[src/assert_macros.svh]
// assertion macros shared by the rtl files
`ifndef ASSERT_MACROS_SVH
`define ASSERT_MACROS_SVH

`ifndef SYNTHESIS

// condition holds at every clock edge outside reset
`define ASSERT_ALWAYS(name, clk, rst, cond) \
  name: assert property (@(posedge clk) disable iff (rst) (cond)) \
    else $error("assertion failed");

// consequent holds in the same cycle as the antecedent
`define ASSERT_IMPLIES(name, clk, rst, ante, cons) \
  name: assert property (@(posedge clk) disable iff (rst) (ante) |-> (cons)) \
    else $error("assertion failed");

// consequent holds in the cycle after the antecedent
`define ASSERT_NEXT(name, clk, rst, ante, cons) \
  name: assert property (@(posedge clk) disable iff (rst) (ante) |=> (cons)) \
    else $error("assertion failed");

`else

`define ASSERT_ALWAYS(name, clk, rst, cond)
`define ASSERT_IMPLIES(name, clk, rst, ante, cons)
`define ASSERT_NEXT(name, clk, rst, ante, cons)

`endif

`endif

[src/psb_pkg.sv]
// types and constants of the palette sprite blitter
`timescale 1ns / 1ps

package psb_pkg;

  localparam int PALETTE_DEPTH = 256;
  localparam int PAL_AW        = 8;
  localparam int COLOR_W       = 16;
  localparam int DIM_W         = 12;
  localparam int POS_W         = 16;
  localparam int IDX_W         = 8;
  // placement width: pos +/- axis +/- column, with sign
  localparam int XW            = 19;
  localparam int SX_W          = 9;
  localparam int SY_W          = 8;

  localparam logic MODE_LOAD  = 1'b0;
  localparam logic MODE_PIXEL = 1'b1;

  typedef enum logic [2:0] {
    REG_SPRITE_WIDTH  = 3'd0,
    REG_SPRITE_HEIGHT = 3'd1,
    REG_AXIS_X        = 3'd2,
    REG_AXIS_Y        = 3'd3,
    REG_POS_X         = 3'd4,
    REG_POS_Y         = 3'd5,
    REG_FLIP_H        = 3'd6,
    REG_MASK_ENABLE   = 3'd7
  } reg_index_t;

  typedef struct packed {
    logic               mode;
    logic [PAL_AW-1:0]  palette_entry;
    logic [COLOR_W-1:0] palette_color;
    logic [IDX_W-1:0]   pixel_index;
    logic               sprite_start;
  } req_t;

  typedef struct packed {
    logic [SX_W-1:0]    screen_x;
    logic [SY_W-1:0]    screen_y;
    logic [COLOR_W-1:0] color;
  } res_t;

  typedef struct packed {
    logic [DIM_W-1:0]        sprite_width;
    logic [DIM_W-1:0]        sprite_height;
    logic signed [POS_W-1:0] axis_x;
    logic signed [POS_W-1:0] axis_y;
    logic signed [POS_W-1:0] pos_x;
    logic signed [POS_W-1:0] pos_y;
    logic                    flip_h;
    logic                    mask_enable;
  } cfg_t;

  // placement of one pixel, handed from the counter logic to stage one
  typedef struct packed {
    logic                 live;
    logic                 keep;
    logic signed [XW-1:0] x;
    logic signed [XW-1:0] y;
  } place_t;

endpackage

[src/psb_ram.sv]
// generic single-clock ram, one write port, one registered read port
`timescale 1ns / 1ps

module psb_ram #(
  parameter int WIDTH = 16,
  parameter int DEPTH = 256
) (
  input  logic                     clk,
  input  logic                     we,
  input  logic [$clog2(DEPTH)-1:0] waddr,
  input  logic [WIDTH-1:0]         wdata,
  input  logic                     re,
  input  logic [$clog2(DEPTH)-1:0] raddr,
  output logic [WIDTH-1:0]         rdata
);

  logic [WIDTH-1:0] mem [DEPTH];

  always_ff @(posedge clk) begin
    if (we) begin
      mem[waddr] <= wdata;
    end
    if (re) begin
      rdata <= mem[raddr];
    end
  end

endmodule

[src/psb_cfg.sv]
// configuration register file of the sprite blitter
`timescale 1ns / 1ps

module psb_cfg import psb_pkg::*; (
  input  logic        clk,
  input  logic        rst,
  input  logic        wr,
  input  logic [2:0]  index,
  input  logic [15:0] data,
  output cfg_t        cfg
);

  always_ff @(posedge clk) begin
    if (rst) begin
      cfg.sprite_width  <= DIM_W'(1);
      cfg.sprite_height <= DIM_W'(1);
      cfg.axis_x        <= '0;
      cfg.axis_y        <= '0;
      cfg.pos_x         <= '0;
      cfg.pos_y         <= '0;
      cfg.flip_h        <= 1'b0;
      cfg.mask_enable   <= 1'b0;
    end else if (wr) begin
      unique case (index)
        REG_SPRITE_WIDTH:  cfg.sprite_width  <= data[DIM_W-1:0];
        REG_SPRITE_HEIGHT: cfg.sprite_height <= data[DIM_W-1:0];
        REG_AXIS_X:        cfg.axis_x        <= $signed(data);
        REG_AXIS_Y:        cfg.axis_y        <= $signed(data);
        REG_POS_X:         cfg.pos_x         <= $signed(data);
        REG_POS_Y:         cfg.pos_y         <= $signed(data);
        REG_FLIP_H:        cfg.flip_h        <= data[0];
        REG_MASK_ENABLE:   cfg.mask_enable   <= data[0];
        default: ;
      endcase
    end
  end

endmodule

[src/psb_place.sv]
// raster counters, color key and pixel placement
`timescale 1ns / 1ps

module psb_place import psb_pkg::*; (
  input  logic             clk,
  input  logic             rst,
  input  logic             pix_take,
  input  logic [IDX_W-1:0] pixel_index,
  input  logic             sprite_start,
  input  cfg_t             cfg,
  output place_t           place
);

  logic [DIM_W-1:0] column_count;
  logic [DIM_W-1:0] row_count;
  logic [IDX_W-1:0] key_index;

  logic [DIM_W-1:0]     col_eff;
  logic [DIM_W-1:0]     row_eff;
  logic [IDX_W-1:0]     key_eff;
  logic signed [XW-1:0] px, ax, py, ay, cx, ry;
  logic                 row_end;

  always_comb begin
    col_eff = sprite_start ? '0 : column_count;
    row_eff = sprite_start ? '0 : row_count;
    key_eff = sprite_start ? pixel_index : key_index;

    px = XW'(cfg.pos_x);
    ax = XW'(cfg.axis_x);
    py = XW'(cfg.pos_y);
    ay = XW'(cfg.axis_y);
    cx = $signed(XW'(col_eff));
    ry = $signed(XW'(row_eff));

    place.live = row_eff < cfg.sprite_height;
    place.keep = !(cfg.mask_enable && (pixel_index == key_eff));
    // mirrored: pos - (w - axis) + (w - 1 - c) folds to pos + axis - 1 - c
    place.x    = cfg.flip_h ? (px + ax - XW'(1) - cx) : (px - ax + cx);
    place.y    = py - ay + ry;

    row_end = ({1'b0, col_eff} + (DIM_W+1)'(1)) >= {1'b0, cfg.sprite_width};
  end

  always_ff @(posedge clk) begin
    if (rst) begin
      column_count <= '0;
      row_count    <= '0;
      key_index    <= '0;
    end else if (pix_take) begin
      key_index <= key_eff;
      if (!place.live) begin
        column_count <= col_eff;
        row_count    <= row_eff;
      end else if (row_end) begin
        column_count <= '0;
        row_count    <= row_eff + DIM_W'(1);
      end else begin
        column_count <= col_eff + DIM_W'(1);
        row_count    <= row_eff;
      end
    end
  end

endmodule

[src/palette_sprite_blitter.sv]
// top level of the palette sprite blitter
//
//  channel  signals                              direction  carries
//  req      req_valid, req_ready, req            in         palette load or sprite pixel
//  res      res_valid, res_ready, res            out        screen x, y and color
//  cfg      cfg_valid, cfg_ready, cfg_index/data in         register write
//
// one request per cycle sustained while no stall holds it; a pixel's placement
// and palette read are registered in stage one, then its result in the output register.
// reset clears the counters, the key index and both stage valids and sets the
// registers to their defaults; the palette holds garbage until loaded.
// a visible pixel stalled in stage one by a full output register blocks the
// request channel; clipped, keyed and load requests never cause a stall.
`timescale 1ns / 1ps
`include "assert_macros.svh"

module palette_sprite_blitter import psb_pkg::*; #(
  parameter int SCREEN_WIDTH  = 320,
  parameter int SCREEN_HEIGHT = 240
) (
  input  logic        clk,
  input  logic        rst,
  input  logic        req_valid,
  output logic        req_ready,
  input  req_t        req,
  output logic        res_valid,
  input  logic        res_ready,
  output res_t        res,
  input  logic        cfg_valid,
  output logic        cfg_ready,
  input  logic [2:0]  cfg_index,
  input  logic [15:0] cfg_data
);

  cfg_t   cfg;
  place_t place;

  logic   req_take;
  logic   pix_take;
  logic   load_take;

  // stage one: placement waiting for the palette read
  logic                 s1_valid;
  logic                 s1_keep;
  logic signed [XW-1:0] s1_x;
  logic signed [XW-1:0] s1_y;
  logic                 s1_show;
  logic                 advance;

  logic [COLOR_W-1:0]   pal_rdata;

  // config writes are always taken
  assign cfg_ready = 1'b1;

  psb_cfg u_cfg (
    .clk   (clk),
    .rst   (rst),
    .wr    (cfg_valid),
    .index (cfg_index),
    .data  (cfg_data),
    .cfg   (cfg)
  );

  assign req_take  = req_valid && req_ready;
  assign pix_take  = req_take && (req.mode == MODE_PIXEL);
  assign load_take = req_take && (req.mode == MODE_LOAD);

  psb_place u_place (
    .clk          (clk),
    .rst          (rst),
    .pix_take     (pix_take),
    .pixel_index  (req.pixel_index),
    .sprite_start (req.sprite_start),
    .cfg          (cfg),
    .place        (place)
  );

  // palette: loads write, pixels read, one access per request
  psb_ram #(
    .WIDTH (COLOR_W),
    .DEPTH (PALETTE_DEPTH)
  ) u_palette (
    .clk   (clk),
    .we    (load_take),
    .waddr (req.palette_entry),
    .wdata (req.palette_color),
    .re    (pix_take),
    .raddr (req.pixel_index),
    .rdata (pal_rdata)
  );

  // clip against the screen rectangle
  assign s1_show = s1_keep
                && (s1_x >= $signed(XW'(0))) && (s1_x < $signed(XW'(SCREEN_WIDTH)))
                && (s1_y >= $signed(XW'(0))) && (s1_y < $signed(XW'(SCREEN_HEIGHT)));

  // stage one moves on unless it holds a visible pixel and the output is full;
  // the ram read data only holds while no new read is issued
  assign advance   = !s1_valid || !s1_show || !res_valid || res_ready;
  assign req_ready = advance;

  always_ff @(posedge clk) begin
    if (rst) begin
      s1_valid <= 1'b0;
    end else if (advance) begin
      s1_valid <= pix_take && place.live;
    end
  end

  always_ff @(posedge clk) begin
    if (advance) begin
      s1_keep <= place.keep;
      s1_x    <= place.x;
      s1_y    <= place.y;
    end
  end

  // output register
  always_ff @(posedge clk) begin
    if (rst) begin
      res_valid <= 1'b0;
    end else if (s1_valid && s1_show && advance) begin
      res_valid <= 1'b1;
    end else if (res_ready) begin
      res_valid <= 1'b0;
    end
  end

  always_ff @(posedge clk) begin
    if (s1_valid && s1_show && advance) begin
      res.screen_x <= s1_x[SX_W-1:0];
      res.screen_y <= s1_y[SY_W-1:0];
      res.color    <= pal_rdata;
    end
  end

  // a visible pixel facing a full output register holds off new requests
  `ASSERT_IMPLIES(a_stall_blocks_req, clk, rst,
    s1_valid && s1_show && res_valid && !res_ready, !req_ready)

  // a palette load never fills stage one
  `ASSERT_NEXT(a_load_no_stage, clk, rst, load_take, !s1_valid)

  // the palette port never sees a read and a write at once
  `ASSERT_ALWAYS(a_one_access, clk, rst, !(load_take && pix_take))

  // a result appears only from a visible pixel in stage one
  `ASSERT_NEXT(a_res_from_stage, clk, rst,
    !res_valid && !(s1_valid && s1_show), !res_valid)

endmodule

[config.mk]
export PLATFORM = sky130hd
export DESIGN_NAME = palette_sprite_blitter
export DESIGN_NICKNAME = d
export VERILOG_FILES = /design/src/psb_pkg.sv /design/src/psb_ram.sv /design/src/psb_cfg.sv /design/src/psb_place.sv /design/src/palette_sprite_blitter.sv
export VERILOG_INCLUDE_DIRS = /design/src /design/src/src
export SDC_FILE = /design/constraint.sdc
export NUM_CORES = 2
export LEC_CHECK = 0
export BUFFER_PORTS_ARGS = -buffer_cell sky130_fd_sc_hd__buf_2
export CAP_MARGIN = 15
export CORE_MARGIN = 2
export CORE_UTILIZATION = 25
export CTS_CLUSTER_SIZE = 8
export DETAILED_ROUTE_END_ITERATION = 8
export GPL_ROUTABILITY_DRIVEN = 0
export PLACE_DENSITY = 0.41
export SYNTH_ARGS = -nofsm -noshare
export SYNTH_HDL_FRONTEND = slang
export SYNTH_SLANG_ARGS = --single-unit
[constraint.sdc]
create_clock -name clk -period 4.04 [get_ports clk]
set_input_delay 0 -clock clk [delete_from_list [all_inputs] [get_ports clk]]
set_output_delay 0 -clock clk [all_outputs]
set_load 0.03 [all_outputs]
Yosys cells after proc, flatten, opt, wreduce, memory -nomap -nowiden
Memories as Yosys holds them, arrays and structs flattened. A register that Yosys moved wholly into a read port is not among the register bits.
Index checks and enable logic that the tools add are counted.
{"block": "totals", "input_bits": 58, "output_inout_bits": 36, "ramBits": 4096, "memories": 1, "register_bits": 196}
{"name": "u_palette.mem", "depth": 256, "width": 16, "rd": 1, "rd_clocked_by_memory_dff": 1, "write_ports": 1, "line_no": "psb_ram.sv:17", "rtl": "logic [WIDTH-1:0] mem [DEPTH];"}
{"block": "classes", "n_reduce_logical": 28, "n_lt_le_gt_ge": 6, "add_sub_neg": 10, "n_eq_ne": 8, "mux": 12, "bitwise": 1}
{"cell": "$mux W12", "n": 6}
{"cell": "$add A19 B13 Y19", "n": 2}
{"cell": "$ge A19 B1 Y1 const B", "n": 2}
{"cell": "$sub A16 B16 Y17", "n": 2}
{"cell": "$add A12 B1 Y12 const B", "n": 2}
{"cell": "$lt A19 B10 Y1 const B", "n": 1}
{"cell": "$lt A19 B9 Y1 const B", "n": 1}
{"cell": "$mux W19", "n": 1}
{"cell": "$sub A19 B13 Y19", "n": 1}
{"cell": "$sub A19 B2 Y19 const B", "n": 1}
{"cell": "$add A16 B16 Y17", "n": 1}
{"cell": "$reduce_and A2 Y1", "n": 8}
{"cell": "$add A12 B1 Y13 const B", "n": 1}
{"cell": "$ge A13 B12 Y1", "n": 1}
{"cell": "$eq A3 B3 Y1 const B", "n": 4}
{"cell": "$lt A12 B12 Y1", "n": 1}
{"cell": "$logic_and A1 B1 Y1", "n": 11}
{"cell": "$eq A8 B8 Y1", "n": 1}
{"cell": "$mux W8", "n": 1}
{"cell": "$eq A3 B2 Y1 const B", "n": 2}
{"cell": "$logic_not A1 Y1", "n": 4}
{"cell": "$mux W1", "n": 4}
{"cell": "$eq A3 B1 Y1 const B", "n": 1}
{"cell": "$logic_not A3 Y1", "n": 1}
{"cell": "3 further kinds", "n": 5}

Depth between registers and ports, before layout
{"block": "depth", "depth_word": 13, "mapped_depth": 20}

Cells and area by module
From an unflattened synthesis, not the netlist that was laid out.
{"block": "hier_totals", "cells_unflattened": 8617, "hier_area_um2": 171054.1}
{"module": "psb_ram", "n_inst": 1, "area_per_inst_um2": 158874.9, "cells_per_inst": 7360}
{"module": "psb_place", "n_inst": 1, "area_per_inst_um2": 6207.2, "cells_per_inst": 837}
{"module": "psb_cfg", "n_inst": 1, "area_per_inst_um2": 3609.7, "cells_per_inst": 323}
{"module": "palette_sprite_blitter", "n_inst": 1, "area_per_inst_um2": 2362.3, "cells_per_inst": 97}

Worst setup path before layout
Ideal clock, no wire load.
{"block": "synth_path", "kind": "reg-to-reg", "startpoint": "reg s1_keep", "endpoint": "mem u_palette.mem[54][0] (enable)", "stages_incl_launch_ff": 10, "period_less_slack_ns": 3.961, "slack_ns": 0.079, "setup_ns": 0.388, "t_arrival_ns": 3.573, "path_cell_list": "edfxtp_1 nor4b_1 nand4_1 nor2_1 nand2_1 and3b_1 nor3b_1 nand3_1 clkbuf_1 nor2_1"}
{"block": "synth_between", "elab_chain_len": 12}
{"element": "from (decl)", "line_no": "palette_sprite_blitter.sv:44", "rtl": "logic s1_keep;"}
{"element": "from (signal assigned)", "line_no": "palette_sprite_blitter.sv:112", "rtl": "s1_keep <= place.keep;"}
{"element": "$logic_and A1 B1 Y1 (2 in series)", "line_no": "palette_sprite_blitter.sv:94", "rtl": "&& (s1_x >= $signed(XW'(0))) && (s1_x < $signed(XW'(SCREEN_WIDTH)))"}
{"element": "$logic_and A1 B1 Y1 (2 in series)", "line_no": "palette_sprite_blitter.sv:95", "rtl": "&& (s1_y >= $signed(XW'(0))) && (s1_y < $signed(XW'(SCREEN_HEIGHT)));"}
{"element": "$logic_not A1 Y1", "line_no": "palette_sprite_blitter.sv:99", "rtl": "assign advance = !s1_valid || !s1_show || !res_valid || res_ready;"}
{"element": "$logic_or A1 B1 Y1 (3 in series)", "line_no": "palette_sprite_blitter.sv:99"}
{"element": "net req_ready", "line_no": "palette_sprite_blitter.sv:24", "rtl": "output logic req_ready,"}
{"element": "$logic_and A1 B1 Y1", "line_no": "palette_sprite_blitter.sv:64", "rtl": "assign req_take = req_valid && req_ready;"}
{"element": "$logic_and A1 B1 Y1", "line_no": "palette_sprite_blitter.sv:66", "rtl": "assign load_take = req_take && (req.mode == MODE_LOAD);"}
{"element": "$mux W1", "line_no": "psb_ram.sv:20", "rtl": "if (we) begin"}
{"element": "$mux W1 (not written as such)", "line_no": "psb_ram.sv:21", "rtl": "mem[waddr] <= wdata;"}
{"element": "to (decl)", "line_no": "psb_ram.sv:17"}
The timed path passes the listed nets, and every way through them passes these cells.

Worst setup path in the final report
{"block": "layout_path", "startpoint": "reg s1_x[9]", "endpoint": "mem u_palette.mem[119][4] (enable)"}
{"block": "layout_between", "elab_chain_len": 13}
{"element": "from (decl)", "line_no": "palette_sprite_blitter.sv:45", "rtl": "logic signed [XW-1:0] s1_x;"}
{"element": "from (signal assigned)", "line_no": "palette_sprite_blitter.sv:113", "rtl": "s1_x <= place.x;"}
{"element": "$ge A19 B1 Y1", "line_no": "palette_sprite_blitter.sv:94"}
{"element": "$logic_and A1 B1 Y1", "line_no": "palette_sprite_blitter.sv:94"}
{"element": "$logic_and A1 B1 Y1 *", "line_no": "palette_sprite_blitter.sv:94"}
{"element": "$logic_and A1 B1 Y1 * (2 in series)", "line_no": "palette_sprite_blitter.sv:95"}
{"element": "$logic_not A1 Y1 *", "line_no": "palette_sprite_blitter.sv:99"}
{"element": "$logic_or A1 B1 Y1 * (3 in series)", "line_no": "palette_sprite_blitter.sv:99"}
{"element": "$logic_and A1 B1 Y1 *", "line_no": "palette_sprite_blitter.sv:64"}
{"element": "$logic_and A1 B1 Y1 *", "line_no": "palette_sprite_blitter.sv:66"}
{"element": "$mux W1 *", "line_no": "psb_ram.sv:20"}
{"element": "$mux W1 (not written as such) *", "line_no": "psb_ram.sv:21"}
Every way passes the cells marked *; elsewhere a longest branch is shown, timed or not.

==> metrics.csv <==
metric,value,unit
status,"finished, final reports clean",
Non-Filler Instances,17800,
"Seq/Total Area, Yosys",75.8,%
"FF+latch count, synth",4308,
Hold/Removal Path Class,in -> reg,
# H-tree levels,6,
DR pass1 iterations,6,
Max IR drop VDD,0.000438,V
Overall Global Routing Usage,14.4,%
dpl hpwl,304,mm
Routed Antenna Nets,0,
share of layout cells above drive strength 1,34.1,%
IO Port Bufs,92,
Slew headroom,13.5,%
initial antenna violation count,63,
via count,82800,
maxcap violations,0,
Leakage Power,64.2,nW
Yosys warnings,0,
Setup CP Type,reg -> reg,
CP max stage delay,0.79,ns
wire per inst,28.2,um
drt total wl,502,mm
pin count of the biggest net entering global routing,154,
DRT iter0 DRCs,8068,
clk buf depth,4,
area grow syn2layout,22.5,%
Fillers,64500,
Worst setup EP type,register,
Final Util,30.7,%
crit start category,register,
"Reg clk slew, reported paths",0.06,ns
TritonCTS Sinks,4308,
Setup-failing EPs final,0,
vias in the first global route,86900,
CTS tree,built,
"Async S/R FF share, synth",0,%
Buf/Inv on CP,4,
initial core utilization,25.0,%
cell family with most CP delay,simple AND/OR/NAND/NOR gates,
Critical Path RT,4.83,ns
Critical-path top delay cell,dlygate4sd3_1,
Netlist cell types,72,
die width,826,um
placed cell count,17000,
Core ar.,675000,um2
Slew Limit Fails,0,
"Primary FF master, synth",edfxtp_1,
row count,302,
Ports,94,
Hold Fails Final Rpt,0,
critical-path cell list,"nor4b_1, nand4_1, nor2_1, nand2_2, and3b_1, buf_12, and3b_1, nand3_1, buf_12, nor2_2, dlygate4sd3_1, buf_16",
"EDFF count, synth",4184,
post-synthesis instance area,169000,um2
Pwr Density,489,nW/um2
"Net count, final",8906,
Worst Path Arrival,4.72,ns
Die Y,826,um
CTS Buf Count,612,
die area,683000,um2
fmax,254,MHz
critical-path maximum fanout,11,
Worst-Skew Late Latency,1.08,ns
clock period minus worst slack,3.94,ns
global-route wire length before repair,700,mm
synthesized netlist cell count,7664,
Vias/cell,4.65,
"Net Count, Synth",7837,
Root Driver,clkbuf_16,
period utilization,97.4,%
GRT overflow,0,
mean area per synthesized cell,22.1,um2
RSZ-0062 raised after global routing,true,
DRC,0,
Worst-Margin Slew,1.30,ns
Final Skew,0.124,ns
==> path summary, 6_finish.rpt <==
path                start                     to  slack, ns  cells after the start
setup / recovery  s1_x[9]  u_palette.mem[119][4]       0.10                     12
hold / removal    req[18]   u_palette.mem[89][9]       0.05                      2
setup reg to reg  s1_x[9]  u_palette.mem[119][4]       0.10                     12
hold reg to reg   s1_y[2]                res[18]       0.42                      0
==> synthesized netlist by cell type, types with 9 or more instances <==
master	n	area, um2
nand4_1	16	100
a21o_1	21	158
inv_1	108	405
nand3_1	40	200
ha_1	109	1360
nor2b_1	43	269
buf_1	39	146
xnor2_1	74	648
nor3_1	24	120
and3_1	16	100
nand2b_1	21	131
o21ai_0	54	270
a31oi_1	9	56.3
a211oi_1	11	82.6
buf_2	110	551
o22ai_1	32	200
dfxtp_1	124	2480
o221a_1	16	180
o211ai_1	12	90.1
clkbuf_1	250	938
nor2_1	376	1410
xor2_1	29	254
edfxtp_1	4184	126000
o21a_1	24	180
a21oi_1	156	781
nand2_1	272	1020
or3_1	10	62.6
mux2_2	65	732
mux4_2	1312	29500
==> where the power goes <==
group	switching, mW	total [mW]	internal (mW)	leakage [nW]
logic	3.55	5.84	2.29	17.4
registers	0.0787	49.4	49.3	38.7
clock network	18.7	46.0	27.3	8.13
total	22.3	101	78.9	64.2
==> kinds of logic (layout without fill, tap and decap cells) <==
family | after synthesis | in the layout | synth area share (%)
XOR/XNOR | 103 | 103 | 0.533
multiplexers | 1382 | 1382 | 17.9
buffers and inverters | 513 | 1678 | 1.23
flip-flops | 4308 | 4308 | 75.8
AND/OR/NAND/NOR | 860 | 860 | 2.21
other | 1 | 29 | 0.00222
AO/OA/AOI/OAI | 382 | 382 | 1.43
adder cells (fa/ha/maj) | 115 | 115 | 0.878
==> worst reg2reg max path: cells and delay by family (launching register included) <==
kind	cells	cell delay, ns
DFF	1	0.39
buffers and inverters	4	1.36
and+or+nand+nor	8	1.96
==> sequential cells by signal, indices dropped and copies added (netlist names) <==
register	cells
u_place.row_count	12
u_cfg.cfg	90
s1_keep	1
s1_valid	1
s1_y	19
u_place.column_count	12
u_place.key_index	8
u_palette.mem	4096
res	33
u_palette.rdata	16
s1_x	19
res_valid	1
==> final cells by class <==
type | count | area [um2] | share of cell area, %
well taps | 8968 | 11200 | 5.41
flip-flops and latches | 4308 | 128000 | 61.8
repair buffers | 859 | 11200 | 5.39
diodes | 28 | 70.1 | 0.0338
multi-input cells | 2843 | 39600 | 19.1
inverters | 109 | 409 | 0.197
clock inverters | 57 | 996 | 0.481
clock buffers | 653 | 15700 | 7.56
==> layer usage <==
| layer | up-vias | routed length, um | GRT usage [%] |
|---|---|---|---|
| li1 | 34100 | - | - |
| met1 | 45700 | 224000 | 20.1 |
| met2 | 2320 | 241000 | 23.6 |
| met3 | 640 | 26400 | 2.42 |
| met4 | 10 | 10200 | 3.02 |
| met5 | - | 62 | 0 |
==> per-stage QoR <==
stage	hold slack [ns]	setup slack (ns)	cell area, um2	power, mW	setup TNS [ns]
floorplan	0.0989	0.0788	169000	53.1	0
global placement	0.292	-0.305	189000	56.0	-0.610
detailed placement	0.295	-0.177	189000	56.1	-0.177
CTS	0.0127	0.0226	207000	103	0
global route	0.0267	-0.0426	207000	105	-0.0496
finish	0.0538	0.105	207000	101	0
==> placed cells by master (no fill, tap or decap), drive strengths merged, types with 109 or more instances in the layout <==
cell and n:
edfxtp 4184, mux4 1312, buf 758, clkbuf 653
nor2 377, nand2 272, a21oi 156, inv 135
dfxtp 124, ha 109
==> repair_timing <==
action,4_1_cts,5_1_grt
pin swaps,5,19
buffers inserted,1,4
gates resized for setup,12,72
endpoints found under the hold margin,7483,0
hold buffers,103,0
setup endpoints to repair,5,60
Power figures use the tool's default switching activity.
